===== src/rtl/hsvrg_pkg.sv =====
// Shared types, constants, microcode table and arithmetic helpers of the HSV rainbow generator.
`default_nettype none
package hsvrg_pkg;

    // Sequencer step counter width and the hue and color widths.
    localparam int STEP_W = 3;
    localparam int HUE_W  = 9;
    localparam int CH_W   = 8;

    localparam logic [HUE_W-1:0] FULL_TURN = 9'd360;

    // Reciprocal of 60 scaled by 2^16, exact for hues 0..359 after the floor.
    localparam logic [10:0] RECIP_60 = 11'd1093;

    // Register indexes of the configuration port.
    localparam logic [1:0] REG_SATURATION = 2'd0;
    localparam logic [1:0] REG_VALUE      = 2'd1;

    // Micro-operation performed in one step.
    typedef enum logic [1:0] {
        UOP_WAIT_IN,
        UOP_SECTOR,
        UOP_MUL,
        UOP_EMIT
    } t_uop;

    // Multiplier operand A.
    typedef enum logic {
        OPA_SAT,
        OPA_VAL
    } t_opa;

    // Multiplier operand B.
    typedef enum logic [1:0] {
        OPB_F,
        OPB_INV_F,
        OPB_INV_A,
        OPB_INV_S
    } t_opb;

    // Destination of the scaled product.
    typedef enum logic [1:0] {
        DST_A,
        DST_Q,
        DST_T,
        DST_P
    } t_dst;

    // Condition that holds a step in place (jump to its target).
    typedef enum logic [1:0] {
        COND_NEVER,
        COND_NO_INPUT,
        COND_OUT_BUSY
    } t_cond;

    // One control word of the microprogram.
    typedef struct packed {
        t_uop              uop;
        t_opa              opa;
        t_opb              opb;
        t_dst              dst;
        t_cond             cond;
        logic [STEP_W-1:0] target;
    } t_ctrl;

    // Status flags that the datapath hands to the sequencer.
    typedef struct packed {
        logic in_valid;
        logic out_busy;
    } t_seq_stat;

    // Microprogram: wait for a tick, split the hue, five scaled products, emit.
    function automatic t_ctrl f_ucode(input logic [STEP_W-1:0] step);
        t_ctrl w;
        w = '{uop: UOP_MUL, opa: OPA_SAT, opb: OPB_F, dst: DST_A,
              cond: COND_NEVER, target: step};
        case (step)
            3'd0: begin
                w.uop  = UOP_WAIT_IN;
                w.cond = COND_NO_INPUT;
            end
            3'd1: begin
                w.uop = UOP_SECTOR;
            end
            3'd2: begin
                // a = s*f/255
                w.opa = OPA_SAT;
                w.opb = OPB_F;
                w.dst = DST_A;
            end
            3'd3: begin
                // q = v*(255-a)/255
                w.opa = OPA_VAL;
                w.opb = OPB_INV_A;
                w.dst = DST_Q;
            end
            3'd4: begin
                // a = s*(255-f)/255
                w.opa = OPA_SAT;
                w.opb = OPB_INV_F;
                w.dst = DST_A;
            end
            3'd5: begin
                // t = v*(255-a)/255
                w.opa = OPA_VAL;
                w.opb = OPB_INV_A;
                w.dst = DST_T;
            end
            3'd6: begin
                // p = v*(255-s)/255
                w.opa = OPA_VAL;
                w.opb = OPB_INV_S;
                w.dst = DST_P;
            end
            3'd7: begin
                w.uop  = UOP_EMIT;
                w.cond = COND_OUT_BUSY;
            end
            default: begin
                w.uop = UOP_WAIT_IN;
            end
        endcase
        return w;
    endfunction

    // Floor division by 255 of a product of two 8-bit values.
    function automatic logic [CH_W-1:0] f_div255(input logic [2*CH_W-1:0] x);
        logic [2*CH_W:0] sum;
        sum = {1'b0, x} + {9'd0, x[2*CH_W-1:CH_W]} + 17'd1;
        return sum[2*CH_W-1:CH_W];
    endfunction

endpackage
`default_nettype wire


===== src/rtl/hsv_rainbow_color_generator.sv =====
// An accepted tick passes the sector step, five multiply steps and the emit step to its color
// in the output register, if not stalled. The eight-step microprogram takes a new tick only
// after emit and shares one 8x8 multiplier with a divide-by-255 for the p, q and t terms.
// The emit step waits while an earlier color is still held on a stalled output.
// Reset (synchronous, active low) sets saturation and value to 255, hue to 0,
// the sequencer to its first step and clears the output valid.
`default_nettype none
module hsv_rainbow_color_generator (
    input  wire logic       i_clk,
    input  wire logic       i_rst_n,
    input  wire logic       i_cfg_we,
    input  wire logic [1:0] i_cfg_index,
    input  wire logic [7:0] i_cfg_data,
    input  wire logic       i_in_valid,
    output logic            o_in_stall,
    input  wire logic [7:0] i_hue_step,
    output logic            o_out_valid,
    input  wire logic       i_out_stall,
    output logic [7:0]      o_red,
    output logic [7:0]      o_green,
    output logic [7:0]      o_blue
);

    hsvrg_pkg::t_ctrl     w_ctrl;
    hsvrg_pkg::t_seq_stat w_stat;

    logic [7:0] r_sat;
    logic [7:0] r_val;
    logic [8:0] r_hue;
    logic [7:0] r_step;
    logic [2:0] r_sector;
    logic [7:0] r_f;
    logic [7:0] r_a;
    logic [7:0] r_p;
    logic [7:0] r_q;
    logic [7:0] r_t;
    logic       r_out_valid;
    logic [7:0] r_red;
    logic [7:0] r_green;
    logic [7:0] r_blue;

    logic        w_in_accept;
    logic        w_out_accept;
    logic        w_emit;
    logic [19:0] w_hue_prod;
    logic [2:0]  w_sector;
    logic [8:0]  w_sector_base;
    logic [5:0]  w_rem;
    logic [9:0]  w_rem17;
    logic [7:0]  w_opa;
    logic [7:0]  w_opb;
    logic [15:0] w_prod;
    logic [7:0]  w_scaled;
    logic [9:0]  w_hue_sum;
    logic [8:0]  w_hue_next;
    logic [7:0]  w_red;
    logic [7:0]  w_green;
    logic [7:0]  w_blue;

    // Sequencer.
    assign w_stat.in_valid = i_in_valid;
    assign w_stat.out_busy = r_out_valid && i_out_stall;

    hsvrg_sequencer u_seq (
        .i_clk   (i_clk),
        .i_rst_n (i_rst_n),
        .i_stat  (w_stat),
        .o_ctrl  (w_ctrl)
    );

    // Handshakes.
    assign o_in_stall   = (w_ctrl.uop != hsvrg_pkg::UOP_WAIT_IN);
    assign w_in_accept  = i_in_valid && !o_in_stall;
    assign w_out_accept = r_out_valid && !i_out_stall;
    assign w_emit       = (w_ctrl.uop == hsvrg_pkg::UOP_EMIT) && !w_stat.out_busy;

    // Configuration registers.
    always_ff @(posedge i_clk) begin
        if (!i_rst_n) begin
            r_sat <= 8'd255;
            r_val <= 8'd255;
        end else if (i_cfg_we) begin
            if (i_cfg_index == hsvrg_pkg::REG_SATURATION) begin
                r_sat <= i_cfg_data;
            end
            if (i_cfg_index == hsvrg_pkg::REG_VALUE) begin
                r_val <= i_cfg_data;
            end
        end
    end

    // Sector and fraction: sector = h/60, f = (h mod 60)*255/60 = (h mod 60)*17/4.
    assign w_hue_prod    = {11'd0, r_hue} * {9'd0, hsvrg_pkg::RECIP_60};
    assign w_sector      = w_hue_prod[18:16];
    assign w_sector_base = {w_sector, 6'd0} - {4'd0, w_sector, 2'd0};
    assign w_rem         = 6'(r_hue - w_sector_base);
    assign w_rem17       = {w_rem, 4'd0} + {4'd0, w_rem};

    // Shared multiplier with divide-by-255.
    always_comb begin
        case (w_ctrl.opa)
            hsvrg_pkg::OPA_VAL: w_opa = r_val;
            default:            w_opa = r_sat;
        endcase
        case (w_ctrl.opb)
            hsvrg_pkg::OPB_INV_F: w_opb = ~r_f;
            hsvrg_pkg::OPB_INV_A: w_opb = ~r_a;
            hsvrg_pkg::OPB_INV_S: w_opb = ~r_sat;
            default:              w_opb = r_f;
        endcase
    end

    assign w_prod   = {8'd0, w_opa} * {8'd0, w_opb};
    assign w_scaled = hsvrg_pkg::f_div255(w_prod);

    // Hue advance with a single wrap.
    assign w_hue_sum  = {1'b0, r_hue} + {2'd0, r_step};
    assign w_hue_next = (w_hue_sum >= {1'b0, hsvrg_pkg::FULL_TURN})
                      ? 9'(w_hue_sum - {1'b0, hsvrg_pkg::FULL_TURN})
                      : w_hue_sum[8:0];

    // Channel selection by sector.
    always_comb begin
        case (r_sector)
            3'd0:    begin w_red = r_val; w_green = r_t;   w_blue = r_p;   end
            3'd1:    begin w_red = r_q;   w_green = r_val; w_blue = r_p;   end
            3'd2:    begin w_red = r_p;   w_green = r_val; w_blue = r_t;   end
            3'd3:    begin w_red = r_p;   w_green = r_q;   w_blue = r_val; end
            3'd4:    begin w_red = r_t;   w_green = r_p;   w_blue = r_val; end
            default: begin w_red = r_val; w_green = r_p;   w_blue = r_q;   end
        endcase
    end

    // Hue state.
    always_ff @(posedge i_clk) begin
        if (!i_rst_n) begin
            r_hue <= '0;
        end else if (w_emit) begin
            r_hue <= w_hue_next;
        end
    end

    // Datapath working registers.
    always_ff @(posedge i_clk) begin
        if (w_in_accept) begin
            r_step <= i_hue_step;
        end
        if (w_ctrl.uop == hsvrg_pkg::UOP_SECTOR) begin
            r_sector <= w_sector;
            r_f      <= w_rem17[9:2];
        end
        if (w_ctrl.uop == hsvrg_pkg::UOP_MUL) begin
            case (w_ctrl.dst)
                hsvrg_pkg::DST_Q: r_q <= w_scaled;
                hsvrg_pkg::DST_T: r_t <= w_scaled;
                hsvrg_pkg::DST_P: r_p <= w_scaled;
                default:          r_a <= w_scaled;
            endcase
        end
    end

    // Output register.
    always_ff @(posedge i_clk) begin
        if (!i_rst_n) begin
            r_out_valid <= 1'b0;
        end else if (w_emit) begin
            r_out_valid <= 1'b1;
        end else if (w_out_accept) begin
            r_out_valid <= 1'b0;
        end
    end

    always_ff @(posedge i_clk) begin
        if (w_emit) begin
            r_red   <= w_red;
            r_green <= w_green;
            r_blue  <= w_blue;
        end
    end

    assign o_out_valid = r_out_valid;
    assign o_red       = r_red;
    assign o_green     = r_green;
    assign o_blue      = r_blue;

`ifndef SYNTHESIS
    // The hue stays within one turn.
    a_hue_range: assert property (@(posedge i_clk) disable iff (!i_rst_n)
        r_hue < hsvrg_pkg::FULL_TURN)
        else $error("hue out of range");

    // A tick starts the program; no second tick is taken right after.
    a_no_back_to_back: assert property (@(posedge i_clk) disable iff (!i_rst_n)
        w_in_accept |=> o_in_stall)
        else $error("second item accepted during conversion");

    // A new color appears only from the emit step.
    a_emit_source: assert property (@(posedge i_clk) disable iff (!i_rst_n)
        $rose(o_out_valid) |-> $past(w_ctrl.uop == hsvrg_pkg::UOP_EMIT))
        else $error("output valid without emit step");

    // The hue moves only when a color is emitted.
    a_hue_moves_on_emit: assert property (@(posedge i_clk) disable iff (!i_rst_n)
        !w_emit |=> $stable(r_hue))
        else $error("hue changed outside emit");
`endif

endmodule
`default_nettype wire


===== src/rtl/hsvrg_sequencer.sv =====
// Microcode sequencer: step counter, control store and conditional jumps.
`default_nettype none
module hsvrg_sequencer (
    input  wire logic               i_clk,
    input  wire logic               i_rst_n,
    input  wire hsvrg_pkg::t_seq_stat i_stat,
    output hsvrg_pkg::t_ctrl        o_ctrl
);

    logic [hsvrg_pkg::STEP_W-1:0] r_step;
    logic [hsvrg_pkg::STEP_W-1:0] n_step;
    hsvrg_pkg::t_ctrl             w_ctrl;
    logic                         w_hold;

    // Control word of the current step.
    assign w_ctrl = hsvrg_pkg::f_ucode(r_step);
    assign o_ctrl = w_ctrl;

    // Jump condition and next step.
    always_comb begin
        case (w_ctrl.cond)
            hsvrg_pkg::COND_NO_INPUT: w_hold = !i_stat.in_valid;
            hsvrg_pkg::COND_OUT_BUSY: w_hold = i_stat.out_busy;
            default:                  w_hold = 1'b0;
        endcase
        n_step = w_hold ? w_ctrl.target : r_step + 3'd1;
    end

    // Step counter.
    always_ff @(posedge i_clk) begin
        if (!i_rst_n) begin
            r_step <= '0;
        end else begin
            r_step <= n_step;
        end
    end

endmodule
`default_nettype wire

===== config.mk =====
export PLATFORM = sky130hd
export DESIGN_NAME = hsv_rainbow_color_generator
export DESIGN_NICKNAME = d
export VERILOG_FILES = /design/src/rtl/hsvrg_pkg.sv /design/src/rtl/hsv_rainbow_color_generator.sv /design/src/rtl/hsvrg_sequencer.sv
export SDC_FILE = /design/constraint.sdc
export NUM_CORES = 1
export LEC_CHECK = 0
export BUFFER_PORTS_ARGS = -buffer_cell sky130_fd_sc_hd__buf_4
export CAP_MARGIN = 20
export CELL_PAD_IN_SITES_DETAIL_PLACEMENT = 1
export CELL_PAD_IN_SITES_GLOBAL_PLACEMENT = 1
export CORE_ASPECT_RATIO = 1.25
export CORE_MARGIN = 5
export CORE_UTILIZATION = 35
export CTS_CLUSTER_SIZE = 28
export DETAILED_ROUTE_END_ITERATION = 10
export PLACE_DENSITY_LB_ADDON = 0.1
export SLEW_MARGIN = 30
export SYNTH_ARGS = -nofsm -noshare
export SYNTH_HDL_FRONTEND = slang
export SYNTH_SLANG_ARGS = --single-unit

===== constraint.sdc =====
create_clock -name i_clk -period 11.15 [get_ports i_clk]
set_input_delay 1.115 -clock i_clk [delete_from_list [all_inputs] [get_ports i_clk]]
set_output_delay 1.115 -clock i_clk [all_outputs]
set_load 0.05 [all_outputs]

==> flow_summary.yaml, run 1 <==
status:
  status: "complete, no violations"
detailed_routing:
  vias_per_cell: 5.14
  drtAntennaViolNets: 0
  wl_met1_mm: 9.28
  met3WireLength_um: 464
  dr.max_layer_used: "met4"
  dr.pass1.iters: 5
  post_drt_wl_per_cell_um: 18.0
  drt_iter0_markers: 229
  routed_wl_mm: 22.0
  route.met2.wl_mm: 11.7
  route.detailed.drc: 0
  vias: 6285
global_route:
  grt_max_degree: 49
  grt-ovfl-total: 0
  grt_pass1_vias: 6744
  grt_pass1_wl_mm: 36.3
  grt_antenna_before_repair: 0
  track_usage_pct: 16.7
setup_path:
  critPathKind: "reg2reg"
  start_kind: "flip-flop"
  worstSetupEndpointType: "flip-flop"
  worstPathMaxFanout: 24
  cp.arrival_ps: 8680
  critical_path_required_ps: 11260
  r2r.worst_path.cells: 25
final_layout:
  fin_cells: 1222
  final_nets: 1054
  diodes: 0
  area_growth_pct: 12.5
  nFillCells: 2687
  post_route_cells_drive_above_1_share_pct: 12.2
place:
  dp_hpwl_mm: 18.1
  finalWeightedCongestion: 0.864
  dp.cells: 1205
  numPortBuffers: 48
clock_tree:
  cts_buffers: 9
  cts.sinks: 104
  cts_root_buf: "clkbuf_16"
  insertion_delay_ps: 360
  cts_tree: "done"
  cts_setup_buffers: 0
  ctsLongestPathBuffers: 2
  cts_max_level: 3
  clk_pin_slew_worst_paths_ps: 90
  post_cts_resize_count: 0
  postCtsHoldBufs: 0
floorplan:
  die_w_um: 149
  die_h_um: 183
  initial_core_util_pct: 35.5
  num_rows: 63
  dieArea_mm2: 0.0273
  io_pins: 49
  core_area_mm2: 0.0237
sta:
  clock_skew_ps: 19.5
  slew_headroom_pct: 40.0
  finalSetupTns_ps: 0
  min_period_over_period_pct: 76.9
  setup_viol: 0
  rsz0062_at_grt: "no"
  hold_violations: 0
  period_minus_slack_ps: 8570
  fmax_mhz: 117
  slew_violations: 0
  worst_pin_slew_ps: 900
logic_synthesis:
  synth-seq-cells: 104
  synthFlopType: "edfxtp_1"
  synth.distinct_cells: 76
  synth_area_mm2: 0.00843
  synth.avg_cell_area_um2: 9.87
  synth_top_area_cell: "edfxtp_1"
  syn-num-nets: 1016
  synth_top_area_share_pct: 26.7
  seq_area_frac_synth_pct: 33.6
  async_flop_share_pct: 0
  ys_top_cells_by_area: "edfxtp_1 27%, ha_1 14%, fa_1 11%"
  ys_warn_count: 0
  synth_edf_count: 75
  netlist_instances: 854
flow_run:
  max_cap_violations: 0
worst_hold_path:
  hold_class: "reg2reg"
  holdPathStages: 2
[kinds of logic after synthesis]
logic type,share of synthesized area [%]
fa+ha+maj,24.6
flops,33.6
compound gates,13.6
mux,2.39
buf+inv,4.88
xor+xnor,5.18
simple gates,15.7
[critical path, stage by stage (launching register included)]
cell and delay, ps:
dfxtp_1 380, ha_1 460, ha_1 250, or2_1 700, mux2i_1 780, or2_2 240, fa_1 440, fa_1 540
inv_1 60, fa_1 530, inv_1 60, fa_1 530, inv_1 40, ha_1 370, and3_1 230, nor4bb_4 320
nor3_1 150, xnor2_2 280, ha_1 310, a21o_1 180, a21oi_1 120, and2b_2 250, or3_4 380, a31oi_4 220
nor3_1 100, xnor2_1 390
[layout make-up]
| cell class | instances | area, µm² | area share (%) |
|---|---|---|---|
| clock buffers | 10 | 250 | 2.64 |
| inverters | 81 | 304 | 3.21 |
| repair buffers | 53 | 402 | 4.24 |
| well taps | 325 | 407 | 4.29 |
| multi-input cells | 643 | 5220 | 55.1 |
| flip-flops and latches | 104 | 2830 | 29.9 |
| clock inverters | 6 | 65.1 | 0.686 |
[through the flow]
| step | hold slack, ps | utilization [%] | setup WS, ps | instance area, µm² |
|---|---|---|---|---|
| after floorplan | 462 | - | 3900 | 8430 |
| after global placement | 539 | 38.5 | 2910 | 9140 |
| after detailed placement | 546 | 38.5 | 2610 | 9140 |
| after CTS | 566 | 39.9 | 2560 | 9460 |
| after global routing | 564 | 40.0 | 1960 | 9480 |
| final | 553 | 40.0 | 2580 | 9480 |
[final timing paths]
path / slack (ps) / startpoint / end
max: 2580 / u_seq.r_step[1] / r_a[1]
min: 550 / r_sat[2] / r_sat[2]
max reg2reg: 2580 / u_seq.r_step[1] / r_a[1]
min reg2reg: 550 / r_sat[2] / r_sat[2]
[layout by cell type, fill, tap and decap left out, drive strengths merged, types with 4 or more instances in the layout]
cell type / Yosys / routed
a2111oi: 4 / 4
a211oi: 4 / 4
a21o: 10 / 10
a21oi: 45 / 45
a221oi: 7 / 7
a31oi: 6 / 6
and3: 11 / 11
buf: 5 / 53
clkbuf: 21 / 10
clkinv: 1 / 4
dfxtp: 29 / 29
edfxtp: 75 / 75
fa: 45 / 45
ha: 94 / 94
inv: 80 / 83
mux2i: 19 / 19
nand2: 67 / 67
nand2b: 6 / 6
nand3: 25 / 25
nand3b: 4 / 4
nand4: 5 / 5
nor2: 110 / 110
nor2b: 4 / 4
nor3: 9 / 9
nor3b: 7 / 7
o211ai: 8 / 8
o21a: 10 / 10
o21ai: 27 / 27
o22a: 8 / 8
o22ai: 11 / 11
or2: 13 / 13
xnor2: 24 / 24
xor2: 22 / 22
[flip-flops by register name, indices dropped and copies added, names as in the netlist, 8 cells and up]
register,flops
r_hue,9
o_blue,8
o_green,8
o_red,8
r_a,8
r_f,8
r_p,8
r_q,8
r_sat,8
r_step,8
r_t,8
r_val,8
[metal layers]
layer | track usage, % | vias to the layer above
met5 | 0 | -
met4 | 4.87 | 0
met3 | 1.95 | 23
met2 | 31.3 | 86
met1 | 20.1 | 3108
li1 | - | 3068
[synthesized netlist by cell type (3+ instances only)]
cell type	n
nand2b_1	6
o21a_1	9
nand2_1	67
xnor2_1	22
and3_1	11
o21ai_0	23
ha_1	94
nand3_1	25
o21ai_1	3
o211ai_1	7
xor2_1	21
clkbuf_1	21
nand3b_1	4
fa_1	45
or2_2	12
nor3b_1	6
mux2i_1	19
nor3_1	9
and2_1	3
or4_1	3
o22a_1	8
a21o_1	10
dfxtp_1	29
edfxtp_1	75
nor2b_1	3
o22ai_1	11
a2111oi_0	3
nor2_1	110
nand4_1	5
a31oi_1	5
a221oi_1	6
inv_1	80
a21oi_1	43
Power of run 1 is left out: the tool's default activity adds up to more than one toggle a clock period on the data nets, which glitch-free logic cannot reach.
==> inputs of run 2 (changes only) <==
Clock period 11.15 ns to 7.6 ns, I/O delays scaled along.
==> flow_summary.yaml, run 2 (synthesis gave the netlist of run 1 again) <==
floorplan:
  dieArea_mm2: 0.0273
  die_w_um: 149
  initial_core_util_pct: 35.5
  io_pins: 49
  core_area_mm2: 0.0237
  num_rows: 63
  die_h_um: 183
place:
  dp_hpwl_mm: 18.6
  dp.cells: 1234
  numPortBuffers: 48
  finalWeightedCongestion: 0.829
clock_tree:
  ctsLongestPathBuffers: 2
  insertion_delay_ps: 360
  cts.sinks: 104
  cts_root_buf: "clkbuf_16"
  cts_max_level: 3
  cts_buffers: 9
  clk_pin_slew_worst_paths_ps: 90
  cts_tree: "done"
setup_path:
  start_kind: "flip-flop"
  critical_path_required_ps: 7740
  critPathKind: "reg2reg"
  critPathMaxStageDelay_ps: 550
  worstSetupEndpointType: "flip-flop"
  r2r.worst_path.cells: 28
  cpMaxStageDelayCell: "fa_1"
  worstPathMaxFanout: 24
  cp.arrival_ps: 7410
  reg2reg_to: "r_a[5]"
  r2r-start: "u_seq.r_step[1]"
  rrSetupSlack_ps: 330
final_layout:
  top_register: "r_hue"
  final_cell_mix: "109 x nor2_1, 92 x ha_1, 82 x buf_4, 80 x inv_1, 75 x edfxtp_1"
  post_route_cells_drive_above_1_share_pct: 16.7
  final_nets: 1085
  fin_cells: 1253
  final_common_cell: "nor2_1"
  largest_reg_flops: 9
  area_growth_pct: 16.4
  diodes: 0
global_route:
  use_met2_pct: 33.3
  grt_pass1_wl_mm: 37.1
  grt_antenna_before_repair: 0
  track_usage_pct: 17.2
  grt_max_degree: 49
  busiest_layer: "met2"
  grt_pass1_vias: 7147
  grt-ovfl-total: 0
  grt_use_met3_pct: 1.92
  use_met1_pct: 19.1
sta:
  slew_violations: 0
  period_minus_slack_ps: 7270
  finalSetupTns_ps: 0
  fmax_mhz: 138
  hold_violations: 0
  clock_skew_ps: 16.5
  setup_viol: 0
  min_period_over_period_pct: 95.6
  worst_pin_slew_ps: 934
  slew_headroom_pct: 37.6
worst_hold_path:
  min_to: "r_sat[3]"
  min_from: "r_sat[3]"
  holdPathStages: 2
  hold_class: "reg2reg"
detailed_routing:
  vias: 6417
  routed_wl_mm: 22.7
  vias_per_cell: 5.12
  route.detailed.drc: 0
  post_drt_wl_per_cell_um: 18.1
  drtAntennaViolNets: 0
  drt_iter0_markers: 197
  dr.pass1.iters: 4
status:
  status: "complete, no violations"
flow_run:
  max_cap_violations: 0
==> run 2: changes by cell type in the layout (fill, tap and decap cells not counted), moves of 2 or more <==
cell,previous run,this run
xnor2_1,22,17
ha_1,94,92
dfxtp_1,29,27
buf_4,52,82
ha_4,0,2
buf_12,0,2
xnor2_2,1,6
==> run 2: worst max-delay path by stage <==
stage / startpoint / end / slack, ps / cells after the start
after floorplan: u_seq.r_step[0] / r_a[3] / 350 / 27
after global placement: u_seq.r_step[0] / r_p[7] / 310 / 28
after detailed placement: u_seq.r_step[0] / r_p[4] / 60 / 28
after CTS: u_seq.r_step[0] / r_q[7] / 0.4 / 28
after global routing: u_seq.r_step[0] / r_a[5] / -50 / 28
final: u_seq.r_step[1] / r_a[5] / 330 / 28
==> run 2: repair_timing <==
action	CTS	global route
resized for setup	0	19
setup buffers	0	3
hold buffers	0	0
endpoints found under the setup margin	0	32
==> run 2: worst max-delay path, delay by kind of cell, from the launching register on <==
| family | cells | cell delay [ps] |
|---|---|---|
| flip-flops | 1 | 370 |
| AND/OR/NAND/NOR | 9 | 2010 |
| XOR/XNOR | 2 | 530 |
| buffers and inverters | 5 | 420 |
| adder cells (fa/ha/maj) | 7 | 2890 |
| AO/OA/AOI/OAI | 5 | 800 |
==> run 2: through the flow <==
step                      hold WS, ps  utilization [%]  setup WS [ps]  instance area [µm²]
after CTS                         547             40.8          0.397                 9670
after global placement            531             39.5            307                 9380
after floorplan                   462                -            347                 8430
final                             535             41.3            332                 9810
after global routing              552             41.3          -45.1                 9810
after detailed placement          526             39.5           61.6                 9380
==> run 2: final cells by class <==
class	instances	area, µm²
clock buffers	9	225
clock inverters	7	70.1
fillers	2698	13900
inverters	81	304
multi-input cells	643	5310
flip-flops and latches	104	2840
well taps	325	407
repair buffers	84	656
==> run 2: layer usage <==
metal  part of all wire [%]  vias to the layer above
li1                       -                     3133
met1                     40                     3180
met2                     54                       76
met3                    2.1                       28
met4                    3.3                        0
met5                      0                        -
Power of run 2 is left out for the same reason.
